File: src/rtl/bra_pkg.sv
package bra_pkg;

	localparam int MAX_BITS  = 4096;
	localparam int WORD_BITS = 32;
	localparam int MAP_WORDS = MAX_BITS / WORD_BITS;
	localparam int WORD_AW   = $clog2(MAP_WORDS);
	localparam int LANE_W    = $clog2(WORD_BITS);
	localparam int IDX_W     = $clog2(MAX_BITS);
	localparam int CNT_W     = IDX_W + 1;
	localparam int KIND_W    = 3;

	typedef enum logic [KIND_W-1:0] {
		KIND_WRITE      = 3'd0,
		KIND_READ       = 3'd1,
		KIND_FIND_FIRST = 3'd2,
		KIND_FIND_LAST  = 3'd3,
		KIND_FILL       = 3'd4
	} kind_t;

	typedef struct packed {
		logic [KIND_W-1:0] kind;
		logic [IDX_W-1:0]  bit_index;
		logic              value;
		logic [CNT_W-1:0]  run_length;
	} req_t;

	typedef struct packed {
		logic             found;
		logic [IDX_W-1:0] position;
		logic             bit_value;
		logic [CNT_W-1:0] ones_count;
		logic [CNT_W-1:0] zeros_count;
	} rsp_t;

	// Access request from the sequencer to the map memory.
	typedef struct packed {
		logic                 rd_en;
		logic [WORD_AW-1:0]   rd_addr;
		logic                 wr_en;
		logic [WORD_AW-1:0]   wr_addr;
		logic [WORD_BITS-1:0] wr_data;
		logic                 wipe;
		logic                 wipe_fill;
	} mem_req_t;

	// Outcome of scanning one word.
	typedef struct packed {
		logic             hit;
		logic [LANE_W-1:0] lane;
		logic [CNT_W-1:0] run_out;
	} scan_res_t;

	// Bits of word w that lie below the number of bits in use.
	function automatic logic [WORD_BITS-1:0] word_use_mask(
		input logic [WORD_AW-1:0] w,
		input logic [CNT_W-1:0]   n
	);
		logic [CNT_W-LANE_W-1:0] full_words;
		logic [CNT_W-LANE_W-1:0] wx;
		logic [WORD_BITS-1:0]    mask;
		full_words = n[CNT_W-1:LANE_W];
		wx = (CNT_W-LANE_W)'(w);
		if (wx < full_words) begin
			mask = '1;
		end else if (wx == full_words) begin
			mask = (WORD_BITS'(1) << n[LANE_W-1:0]) - WORD_BITS'(1);
		end else begin
			mask = '0;
		end
		return mask;
	endfunction

endpackage

File: src/rtl/bra_map_mem.sv
module bra_map_mem import bra_pkg::*; (
	input  logic                 clk,
	input  logic                 arst_n,
	input  mem_req_t             req,
	input  logic [CNT_W-1:0]     bits_used,
	output logic [WORD_BITS-1:0] rd_data
);

	logic [WORD_BITS-1:0] mem_q [MAP_WORDS];
	logic [WORD_BITS-1:0] raw_q;
	logic [MAP_WORDS-1:0] valid_q;
	logic                 valid_s1;
	logic [WORD_AW-1:0]   addr_s1;
	logic                 fill_q;

	always_ff @(posedge clk) begin
		if (req.wr_en) begin
			mem_q[req.wr_addr] <= req.wr_data;
		end
		if (req.rd_en) begin
			raw_q   <= mem_q[req.rd_addr];
			addr_s1 <= req.rd_addr;
		end
	end

	// A word never written since the last wipe reads as the fill pattern.
	always_ff @(posedge clk or negedge arst_n) begin
		if (!arst_n) begin
			valid_q  <= '0;
			valid_s1 <= 1'b0;
			fill_q   <= 1'b0;
		end else begin
			if (req.rd_en) begin
				valid_s1 <= valid_q[req.rd_addr];
			end
			if (req.wipe) begin
				valid_q <= '0;
				fill_q  <= req.wipe_fill;
			end else if (req.wr_en) begin
				valid_q[req.wr_addr] <= 1'b1;
			end
		end
	end

	always_comb begin
		if (valid_s1) begin
			rd_data = raw_q;
		end else if (fill_q) begin
			rd_data = word_use_mask(addr_s1, bits_used);
		end else begin
			rd_data = '0;
		end
	end

endmodule

File: config.mk
export PLATFORM = sky130hd
export DESIGN_NAME = bra_map_mem
export DESIGN_NICKNAME = d
export VERILOG_FILES = /design/src/rtl/bra_pkg.sv /design/src/rtl/bra_map_mem.sv
export SDC_FILE = /design/constraint.sdc
export NUM_CORES = 2
export LEC_CHECK = 0
export ABC_AREA = 0
export BUFFER_PORTS_ARGS = -buffer_cell sky130_fd_sc_hd__buf_4
export CORE_UTILIZATION = 36
export DETAILED_ROUTE_END_ITERATION = 8
export PLACE_DENSITY_LB_ADDON = 0.1
export SLEW_MARGIN = 40
export SYNTH_ARGS = -nofsm -noshare
export SYNTH_HDL_FRONTEND = slang
export SYNTH_SLANG_ARGS = --single-unit
File: constraint.sdc
create_clock -name clk -period 3.3 [get_ports clk]
set_input_delay 0.33 -clock clk [delete_from_list [all_inputs] [get_ports clk]]
set_output_delay 0.33 -clock clk [all_outputs]
set_load 0.02 [all_outputs]
==> impl_metrics.json <==
{
  "vias_per_cell": 5.52,
  "worst_setup_path_end_kind": "output pin",
  "crit_fanout": 5,
  "fmax_ghz": 0.261,
  "fin_area_mm2": 0.196,
  "violations": "setup timing",
  "netlist_area_mm2": 0.164,
  "cts.sinks": 4265,
  "io_buffers": 96,
  "drc": 0,
  "setup_viol": 32,
  "cts_buffers": 457,
  "p_per_area_mw_per_mm2": 594,
  "finalClockSkew_ns": 0.0620,
  "power_leakage_nw": 62.4,
  "worst-r2r-cell-count": 6,
  "yosysTopAreaCell": "edfxtp_1",
  "synth_compound_area_share_pct": 1.32,
  "clk_pin_slew_ns": 0.06,
  "die_h_um": 676,
  "path_class": "register to output pin",
  "start_kind": "register",
  "crit_path_cell_trace": "ha_4, nand4_1, buf_4, nor4b_4, buf_4, buf_6, buf_12, clkbuf_16, a21oi_1, o21ai_4, buf_6",
  "worst_pin_slew_ns": 0.939,
  "io_pins": 97,
  "cp_slowest_stage_delay_ns": 0.42,
  "post_dp_cell_area_mm2": 0.180,
  "ys_ff_latch": 4265,
  "final_nets": 8114,
  "wl_per_cell_um": 35.5,
  "clk_latency_ns": 0.99,
  "rr_startpoint": "mem_q[95][10]",
  "yosys.area_share.simple_pct": 1.50,
  "grt_usage_pct": 22.2,
  "globalRouteOverflowTotal": 0,
  "synthDominantCellAreaShare_pct": 75.9,
  "final_util_pct": 43.3,
  "report.final.hold_viol_count": 0,
  "crit_arrival_ns": 3.51,
  "h-tree-depth": 5,
  "hp-class": "input pin to asynchronous set/reset pin",
  "synth-edff-count": 4135,
  "synthTopCellsByArea": "edfxtp_1 (76%), mux4_2 (16%), mux2i_1 (2.2%), dfrtp_1 (2.0%), nor2_1 (0.95%)",
  "rsz0062_at_grt": "yes",
  "grt_pass1_wl_um": 699000,
  "syn-num-nets": 7186,
  "outcome": "finished with violations",
  "synth_cells": 7113,
  "antenna_found_initial": 38,
  "cts_tree": "done",
  "place_congestion": 0.878,
  "drt-initial-drc-count": 8222,
  "num_vias": 79536,
  "cts-root-buf": "clkbuf_16",
  "dp_hpwl_um": 306000,
  "drive_gt1_share_pct": 33.6,
  "drv.max_cap_violation_count": 0,
  "place_ws_ns": -0.425,
  "r2r-end": "raw_q[10]",
  "power_mw": 116,
  "first_pass_iters": 5,
  "synth_fa_ha_area_share_pct": 0.0612,
  "synth.avg_cell_area_um2": 23.0,
  "muxShareOfSynthArea_pct": 18.1,
  "dieArea_mm2": 0.457,
  "setup_ws_ns": -0.537,
  "post-route-period-util_pct": 116,
  "num_rows": 247,
  "final.min_clock_period_ns": 3.84,
  "ys_warn_count": 0,
  "clockBufferDepth": 4,
  "required_ns": 2.97,
  "fin_setup_tns_ns": -13.21,
  "ys_types": 48,
  "relSlewSlack_pct": 37.4,
  "synth_xor_area_share_pct": 0.00535,
  "wl_um": 512000,
  "synth.top_cells.by_count": "edfxtp_1 (4,135), mux4_2 (1,154), nor2_1 (412), mux2i_1 (356), clkbuf_1 (204)",
  "synth_top_family_by_area": "multiplexers",
  "yosysMostFrequentCell": "edfxtp_1",
  "crit_path_top_delay_cell": "edfxtp_1",
  "ant_nets": 0,
  "regToRegSetupSlack_ns": 0.58,
  "placed_cells": 13483,
  "grt_max_degree": 129,
  "core_area_mm2": 0.452,
  "seq_area_frac_synth_pct": 77.9,
  "start_util_pct": 36.2,
  "vdd_drop_max_v": 0.000476,
  "die_w_um": 676,
  "slew_viol_final": 0,
  "synth_ff_type": "edfxtp_1",
  "async_reset_ff_share_pct": 3.05,
  "area_growth_pct": 19.7,
  "stdcell_count": 14409,
  "grt_pass1_vias": 82381,
  "hold_ws_ns": 0.0582
}
==> final cells by class <==
type,count,area (µm²)
antenna,8,20.0
clock buffer,590,12200
multi-input combinational,2446,36000
inverter,11,41.3
fill,38856,257000
timing repair buffer,860,10600
sequential,4265,127000
clock inverter,253,2130
tap,5976,7480
==> flip-flops by register name, summed over array words and instances (netlist names) <==
name	count
addr_s1	7
raw_q	32
valid_s1	1
mem_q	4096
fill_q	1
valid_q	128
==> worst max path at each step <==
stage	from	depth (start not counted)	to
6_report	addr_s1[1]	11	rd_data[10]
3_5_place_dp	bits_used[3]	14	rd_data[12]
3_3_place_gp	bits_used[3]	14	rd_data[10]
2_1_floorplan	req[35]	5	mem_q[106][0]
4_1_cts	addr_s1[1]	11	rd_data[4]
5_1_grt	addr_s1[3]	11	rd_data[10]
==> where the power goes <==
group / internal [mW] / total (mW) / switching [mW]
sequential: 59.7 / 59.7 / 0.0795
combinational: 2.80 / 7.31 / 4.52
clock: 28.1 / 49.3 / 21.3
==> kinds of logic (layout without fill, tap and decap cells) <==
family,after synthesis,after routing
xor gates and xnor gates,1,1
muxes,1512,1512
buffers and inverters,402,1714
adders and majority gates,8,8
and+or+nand+nor,589,589
AOI/OAI and AO/OA,336,336
other,0,8
DFF,4265,4265
==> placed cells by master (no fill, tap or decap), types with 28 or more instances in the layout <==
cell type	synthesis	final
a22oi_1	39	39
buf_12	0	291
buf_4	39	446
buf_6	16	60
bufinv_16	0	28
clkbuf_1	204	117
clkbuf_16	0	465
clkinv_1	0	106
clkinv_2	0	82
dfrtp_1	130	129
dlygate4sd3_1	0	53
edfxtp_1	4135	4135
mux2i_1	356	354
mux4_2	1154	1154
nand2_1	74	57
nor2_1	412	279
nor2_4	0	130
o211ai_1	67	67
o22ai_1	131	117
==> what timing repair did <==
item / CTS / global route
endpoints found under the setup margin: 32 / 32
pin swaps: 12 / 23
gates cloned: 1 / 3
hold buffers: 53 / 0
resized for setup: 79 / 64
buffers inserted: 8 / 12
endpoints found under the hold margin: 1840 / 0
==> critical path, delay by kind of cell (launching register included) <==
family                   cells  cell delay [ns]
AO/OA/AOI/OAI                2             0.51
AND/OR/NAND/NOR              2             0.37
flip-flops                   1             0.42
buffers and inverters        6             0.93
adder cells (fa/ha/maj)      1             0.29
==> per-layer routing <==
metal / routed length [µm] / vias to the layer above / share of wire, % / global-route usage (%)
met5: 0 / - / 0 / 0
met4: 17400 / 0 / 3.4 / 6.50
met3: 23200 / 664 / 4.5 / 2.53
met2: 253000 / 2366 / 50 / 37.4
met1: 218000 / 44267 / 43 / 30.6
li1: - / 32239 / - / -
Note: power is estimated with default switching activity, not from simulation.
