$ cat src/rtl/bra_pkg.sv
package bra_pkg;

	localparam int MAX_BITS  = 4096;
	localparam int WORD_BITS = 32;
	localparam int MAP_WORDS = MAX_BITS / WORD_BITS;
	localparam int WORD_AW   = $clog2(MAP_WORDS);
	localparam int LANE_W    = $clog2(WORD_BITS);
	localparam int IDX_W     = $clog2(MAX_BITS);
	localparam int CNT_W     = IDX_W + 1;
	localparam int KIND_W    = 3;

	typedef enum logic [KIND_W-1:0] {
		KIND_WRITE      = 3'd0,
		KIND_READ       = 3'd1,
		KIND_FIND_FIRST = 3'd2,
		KIND_FIND_LAST  = 3'd3,
		KIND_FILL       = 3'd4
	} kind_t;

	typedef struct packed {
		logic [KIND_W-1:0] kind;
		logic [IDX_W-1:0]  bit_index;
		logic              value;
		logic [CNT_W-1:0]  run_length;
	} req_t;

	typedef struct packed {
		logic             found;
		logic [IDX_W-1:0] position;
		logic             bit_value;
		logic [CNT_W-1:0] ones_count;
		logic [CNT_W-1:0] zeros_count;
	} rsp_t;

	// Access request from the sequencer to the map memory.
	typedef struct packed {
		logic                 rd_en;
		logic [WORD_AW-1:0]   rd_addr;
		logic                 wr_en;
		logic [WORD_AW-1:0]   wr_addr;
		logic [WORD_BITS-1:0] wr_data;
		logic                 wipe;
		logic                 wipe_fill;
	} mem_req_t;

	// Outcome of scanning one word.
	typedef struct packed {
		logic             hit;
		logic [LANE_W-1:0] lane;
		logic [CNT_W-1:0] run_out;
	} scan_res_t;

	// Bits of word w that lie below the number of bits in use.
	function automatic logic [WORD_BITS-1:0] word_use_mask(
		input logic [WORD_AW-1:0] w,
		input logic [CNT_W-1:0]   n
	);
		logic [CNT_W-LANE_W-1:0] full_words;
		logic [CNT_W-LANE_W-1:0] wx;
		logic [WORD_BITS-1:0]    mask;
		full_words = n[CNT_W-1:LANE_W];
		wx = (CNT_W-LANE_W)'(w);
		if (wx < full_words) begin
			mask = '1;
		end else if (wx == full_words) begin
			mask = (WORD_BITS'(1) << n[LANE_W-1:0]) - WORD_BITS'(1);
		end else begin
			mask = '0;
		end
		return mask;
	endfunction

endpackage

$ cat src/rtl/bra_run_scan.sv
module bra_run_scan import bra_pkg::*; (
	input  logic [WORD_BITS-1:0] match,
	input  logic [CNT_W-1:0]     run_in,
	input  logic [CNT_W-1:0]     len,
	output scan_res_t            res
);

	// Each lane works out the length of the matching run that ends on it.
	always_comb begin
		logic [CNT_W-1:0]     run [WORD_BITS];
		logic [WORD_BITS-1:0] hit_v;
		logic                 any_zero;
		logic [LANE_W-1:0]    zpos;
		for (int j = 0; j < WORD_BITS; j++) begin
			any_zero = 1'b0;
			zpos     = '0;
			for (int k = 0; k < WORD_BITS; k++) begin
				if (k <= j && !match[k]) begin
					any_zero = 1'b1;
					zpos     = LANE_W'(k);
				end
			end
			if (any_zero) begin
				run[j] = CNT_W'(LANE_W'(j) - zpos);
			end else begin
				run[j] = run_in + CNT_W'(j + 1);
			end
			hit_v[j] = (run[j] >= len);
		end
		res.hit  = |hit_v;
		res.lane = '0;
		for (int j = WORD_BITS - 1; j >= 0; j--) begin
			if (hit_v[j]) begin
				res.lane = LANE_W'(j);
			end
		end
		res.run_out = run[WORD_BITS-1];
	end

endmodule

$ cat config.mk
export PLATFORM = sky130hd
export DESIGN_NAME = bra_run_scan
export DESIGN_NICKNAME = d
export VERILOG_FILES = /design/src/rtl/bra_pkg.sv /design/src/rtl/bra_run_scan.sv
export SDC_FILE = /design/constraint.sdc
export NUM_CORES = 1
export LEC_CHECK = 0
export ABC_AREA = 0
export BUFFER_PORTS_ARGS = -buffer_cell sky130_fd_sc_hd__buf_2
export CAP_MARGIN = 20
export CORE_UTILIZATION = 45
export DETAILED_ROUTE_END_ITERATION = 10
export SLEW_MARGIN = 10
export SYNTH_ARGS = -nofsm -noshare
export SYNTH_HDL_FRONTEND = slang
export SYNTH_SLANG_ARGS = --single-unit
$ cat constraint.sdc
create_clock -name vclk -period 25.1
set_clock_uncertainty 0.2 [all_clocks]
set_input_delay 7.53 -clock vclk [all_inputs]
set_output_delay 7.53 -clock vclk [all_outputs]
set_load 0.01 [all_outputs]
==> impl_summary.txt <==
----------------------------------------------------
[Outcome]
  Status ... completed

[Critical path]
  Worst setup path start ... match[5]
  CP required ... 17.37 ns
  Number of buffer and inverter stages on the critical path ... 4
  Endpoint of the most critical setup path ... res[13]
  Critical path, cell by cell ... buf_2 > nand4_1 > a211o_1 > a21oi_1 > nand3_1 > nand3_1 > inv_1 > nor2_1 > inv_1 > ha_1 > a31oi_1 > a21oi_1 > ha_1 > a21o_1 > a211oi_1 > o211ai_1 > a211oi_1 > o211ai_1 > a311oi_1 > o211ai_1 > nand4_1 > nand3_1 > buf_2
  Highest-delay cell along the critical path ... sky130_fd_sc_hd__a211oi_1
  Delay contributed by the slowest stage of the critical path ... 0.68 ns
  Stages on worst setup path ... 23
  Kind of capture point of the worst setup path ... output pin
  Startpoint type of the worst setup path ... primary input
  Largest driver fanout on the critical path ... 17
  Crit-path leading delay family ... compound AO/OA/AOI/OAI gates
  Data arrival time at the worst-slack endpoint ... 14.13 ns
  Type of the worst setup path ... in -> out

[Finish]
  FFs & Latches ... 0
  Clock tree buffer count of the final layout ... 0
  Area growth, synth to finish ... 5.12%
  Area used by sequential logic in the layout ... 0 um2
  Final net count ... 3165
  Antenna diodes ... 0
  Most common library cell in the layout ignoring fill and taps ... sky130_fd_sc_hd__ha_1
  Commonest cells after routing, fill and taps aside ... sky130_fd_sc_hd__ha_1, sky130_fd_sc_hd__nor2_1, sky130_fd_sc_hd__nand2_1
  Utilization after layout ... 47.9%
  Final instance count without filler cells ... 3166
  Fraction of layout instances using a drive strength above 1 ... 6.40%

[Synthesis]
  Number of warnings printed during yosys synthesis ... 0
  Post-synthesis instance area ... 18100 um2
  Number of different library cells in the post-synthesis netlist ... 81
  Syn Inst Count ... 2638
  Fraction of post-synthesis cell area in the top cell type by area ... 32.1%
  Sequential cell area fraction in the yosys report ... 0%
  Mapped Nets ... 3160
  Top area cells in the synthesized netlist ... sky130_fd_sc_hd__ha_1, sky130_fd_sc_hd__nor2_1, sky130_fd_sc_hd__xnor2_1
  Cell taking the most area after synthesis ... sky130_fd_sc_hd__ha_1
  Average instance area after synthesis ... 6.85 um2

[Pwr]
  Part of the power in combinational logic ... 100.0%
  Highest ir drop seen on vdd ... 0.0271 mV
  Switching share of total power ... 66.8%
  Pleak ... 8.99 nW
  Reported net switching power ... 201 uW
  Part of the power in registers ... 0%
  Internal cell power ... 99.8 uW
  Power per cell area ... 15.8 nW/um2
  Overall power ... 300 uW
  Clock network fraction of total power ... 0%

[Global route]
  Number of antenna violations at the first check in global routing ... 0
  Wire length of the first global-routing pass ... 124000 um
  Largest net degree at the start of global routing ... 46
  All-layer global routing usage ... 39.8%
  Vias in the first global route ... 19500
  Aggregate global routing overflow ... 0

[Floorplanning]
  Die Span Y ... 202 um
  Total Die Area ... 41000 um2
  Top-level I/O count ... 77
  Starting density of the core ... 45.6%
  Standard-cell row count ... 73
  Die W ... 202 um
  Core Area ... 39600 um2

[Hold path]
  Min-delay src ... match[31]
  Worst hold path type ... in -> out

[Routing]
  Total wire length ... 84000 um
  Via count of the routed design ... 20900
  Count of TritonRoute iterations in the first routing pass ... 8
  Residual DRC count ... 0
  Wire length per cell ... 26.5 um
  Remaining antenna violation count after routing ... 0
  Number of DRC markers in iteration 0 ... 2300
  Via density per instance ... 6.61

[STA]
  Final-layout setup total negative slack ... 0 ns
  Final hold vios ... 0
  Peak clock frequency supported by timing ... 45.8 MHz
  Slew Limit Headroom ... 22.1%
  Slew Limit Fails ... 0
  Minimum clock period after layout ... 21.86 ns
  Transition at the pin with the smallest max-transition slack ... 1.16 ns
  Final setup violation count ... 0
  Unrepaired setup endpoints after global routing ... false
  Final worst-path cycle share ... 87.1%

[Flow run]
  Max-cap violation count ... 0

[Place]
  Placed Cells ... 3165
  DP Wirelength ... 60300 um
  IO buf count ... 77
  Placer congestion estimate ... 1.03

[CTS]
  Setup fix buffers added after clock tree synthesis ... 0
  CTS-repair resized insts ... 0
  Post-CTS Hold Buffers ... 0

----------------------------------------------------
## worst min path at each step
stage	end	slack, ns	cells after the start
after floorplan	res[0]	14.95	2
after global placement	res[0]	15.21	4
after detailed placement	res[0]	15.21	4
after CTS	res[0]	15.22	4
after global routing	res[0]	15.23	4
final	res[0]	15.21	4
## final cells by class
cell class / count / area (um2)
fillers: 4177 / 20600
well taps: 525 / 657
repair buffers: 127 / 758
multi-input cells: 2443 / 17300
inverters: 71 / 267
## power by group through the flow
stage                     sequential [mW]  clock [mW]  combinational, mW
after detailed placement                0           0              0.289
after floorplan                         0           0              0.184
after CTS                               0           0              0.291
final                                   0           0              0.300
after global routing                    0           0              0.323
after global placement                  0           0              0.285
## per-layer routing
metal	global-route usage, %	wire length (um)	vias to the layer above
li1	-	-	9589
met1	54.1	35700	9909
met3	6.85	8830	247
met4	16.6	4120	0
met2	61.3	35300	1187
met5	0	0	-
## cell usage after synthesis, types with 4 or more instances
master,instances
sky130_fd_sc_hd__nor3_1,26
sky130_fd_sc_hd__o211ai_1,24
sky130_fd_sc_hd__a211o_1,14
sky130_fd_sc_hd__mux2i_1,16
sky130_fd_sc_hd__a31oi_1,41
sky130_fd_sc_hd__a21boi_0,13
sky130_fd_sc_hd__nor2_1,367
sky130_fd_sc_hd__o221ai_1,4
sky130_fd_sc_hd__xnor2_1,150
sky130_fd_sc_hd__o21a_1,37
sky130_fd_sc_hd__and2_1,19
sky130_fd_sc_hd__a221oi_1,5
sky130_fd_sc_hd__o21bai_1,7
sky130_fd_sc_hd__o2111ai_1,7
sky130_fd_sc_hd__o31ai_1,15
sky130_fd_sc_hd__nand2_1,249
sky130_fd_sc_hd__a21oi_1,241
sky130_fd_sc_hd__clkbuf_1,96
sky130_fd_sc_hd__and4_1,10
sky130_fd_sc_hd__a21o_1,61
sky130_fd_sc_hd__a2111oi_0,9
sky130_fd_sc_hd__nand3_1,77
sky130_fd_sc_hd__a211oi_1,29
sky130_fd_sc_hd__o41ai_1,5
sky130_fd_sc_hd__o31a_1,7
sky130_fd_sc_hd__or3_1,39
sky130_fd_sc_hd__buf_2,7
sky130_fd_sc_hd__ha_1,464
sky130_fd_sc_hd__or4_1,4
sky130_fd_sc_hd__nor4_1,12
sky130_fd_sc_hd__nor2b_1,68
sky130_fd_sc_hd__nand4_1,49
sky130_fd_sc_hd__inv_1,68
sky130_fd_sc_hd__mux2_2,9
sky130_fd_sc_hd__o21ai_0,148
sky130_fd_sc_hd__nand2b_1,18
sky130_fd_sc_hd__xor2_1,98
sky130_fd_sc_hd__and3_1,17
sky130_fd_sc_hd__or2_2,4
sky130_fd_sc_hd__buf_1,17
sky130_fd_sc_hd__o22ai_1,18
sky130_fd_sc_hd__a22oi_1,5
sky130_fd_sc_hd__a22o_1,4
## kinds of logic (layout without fill, tap and decap cells)
group | count (synthesis) | count (layout) | share of synthesized area [%]
compound gates | 728 | 728 | 25.1
xor+xnor | 248 | 248 | 12.0
fa+ha+maj | 464 | 464 | 32.1
buf+inv | 195 | 198 | 4.19
mux | 25 | 25 | 1.45
simple gates | 978 | 978 | 25.1
## through the flow
stage / worst slack (ns) / hold slack, ns / area (um2)
2_1_floorplan: 5.59 / 14.95 / 18100
3_3_place_gp: 3.61 / 15.21 / 19000
3_5_place_dp: 3.51 / 15.21 / 19000
4_1_cts: 3.50 / 15.22 / 19000
5_1_grt: 2.88 / 15.23 / 19000
6_report: 3.24 / 15.21 / 19000
(Power assumes the default switching activity.)
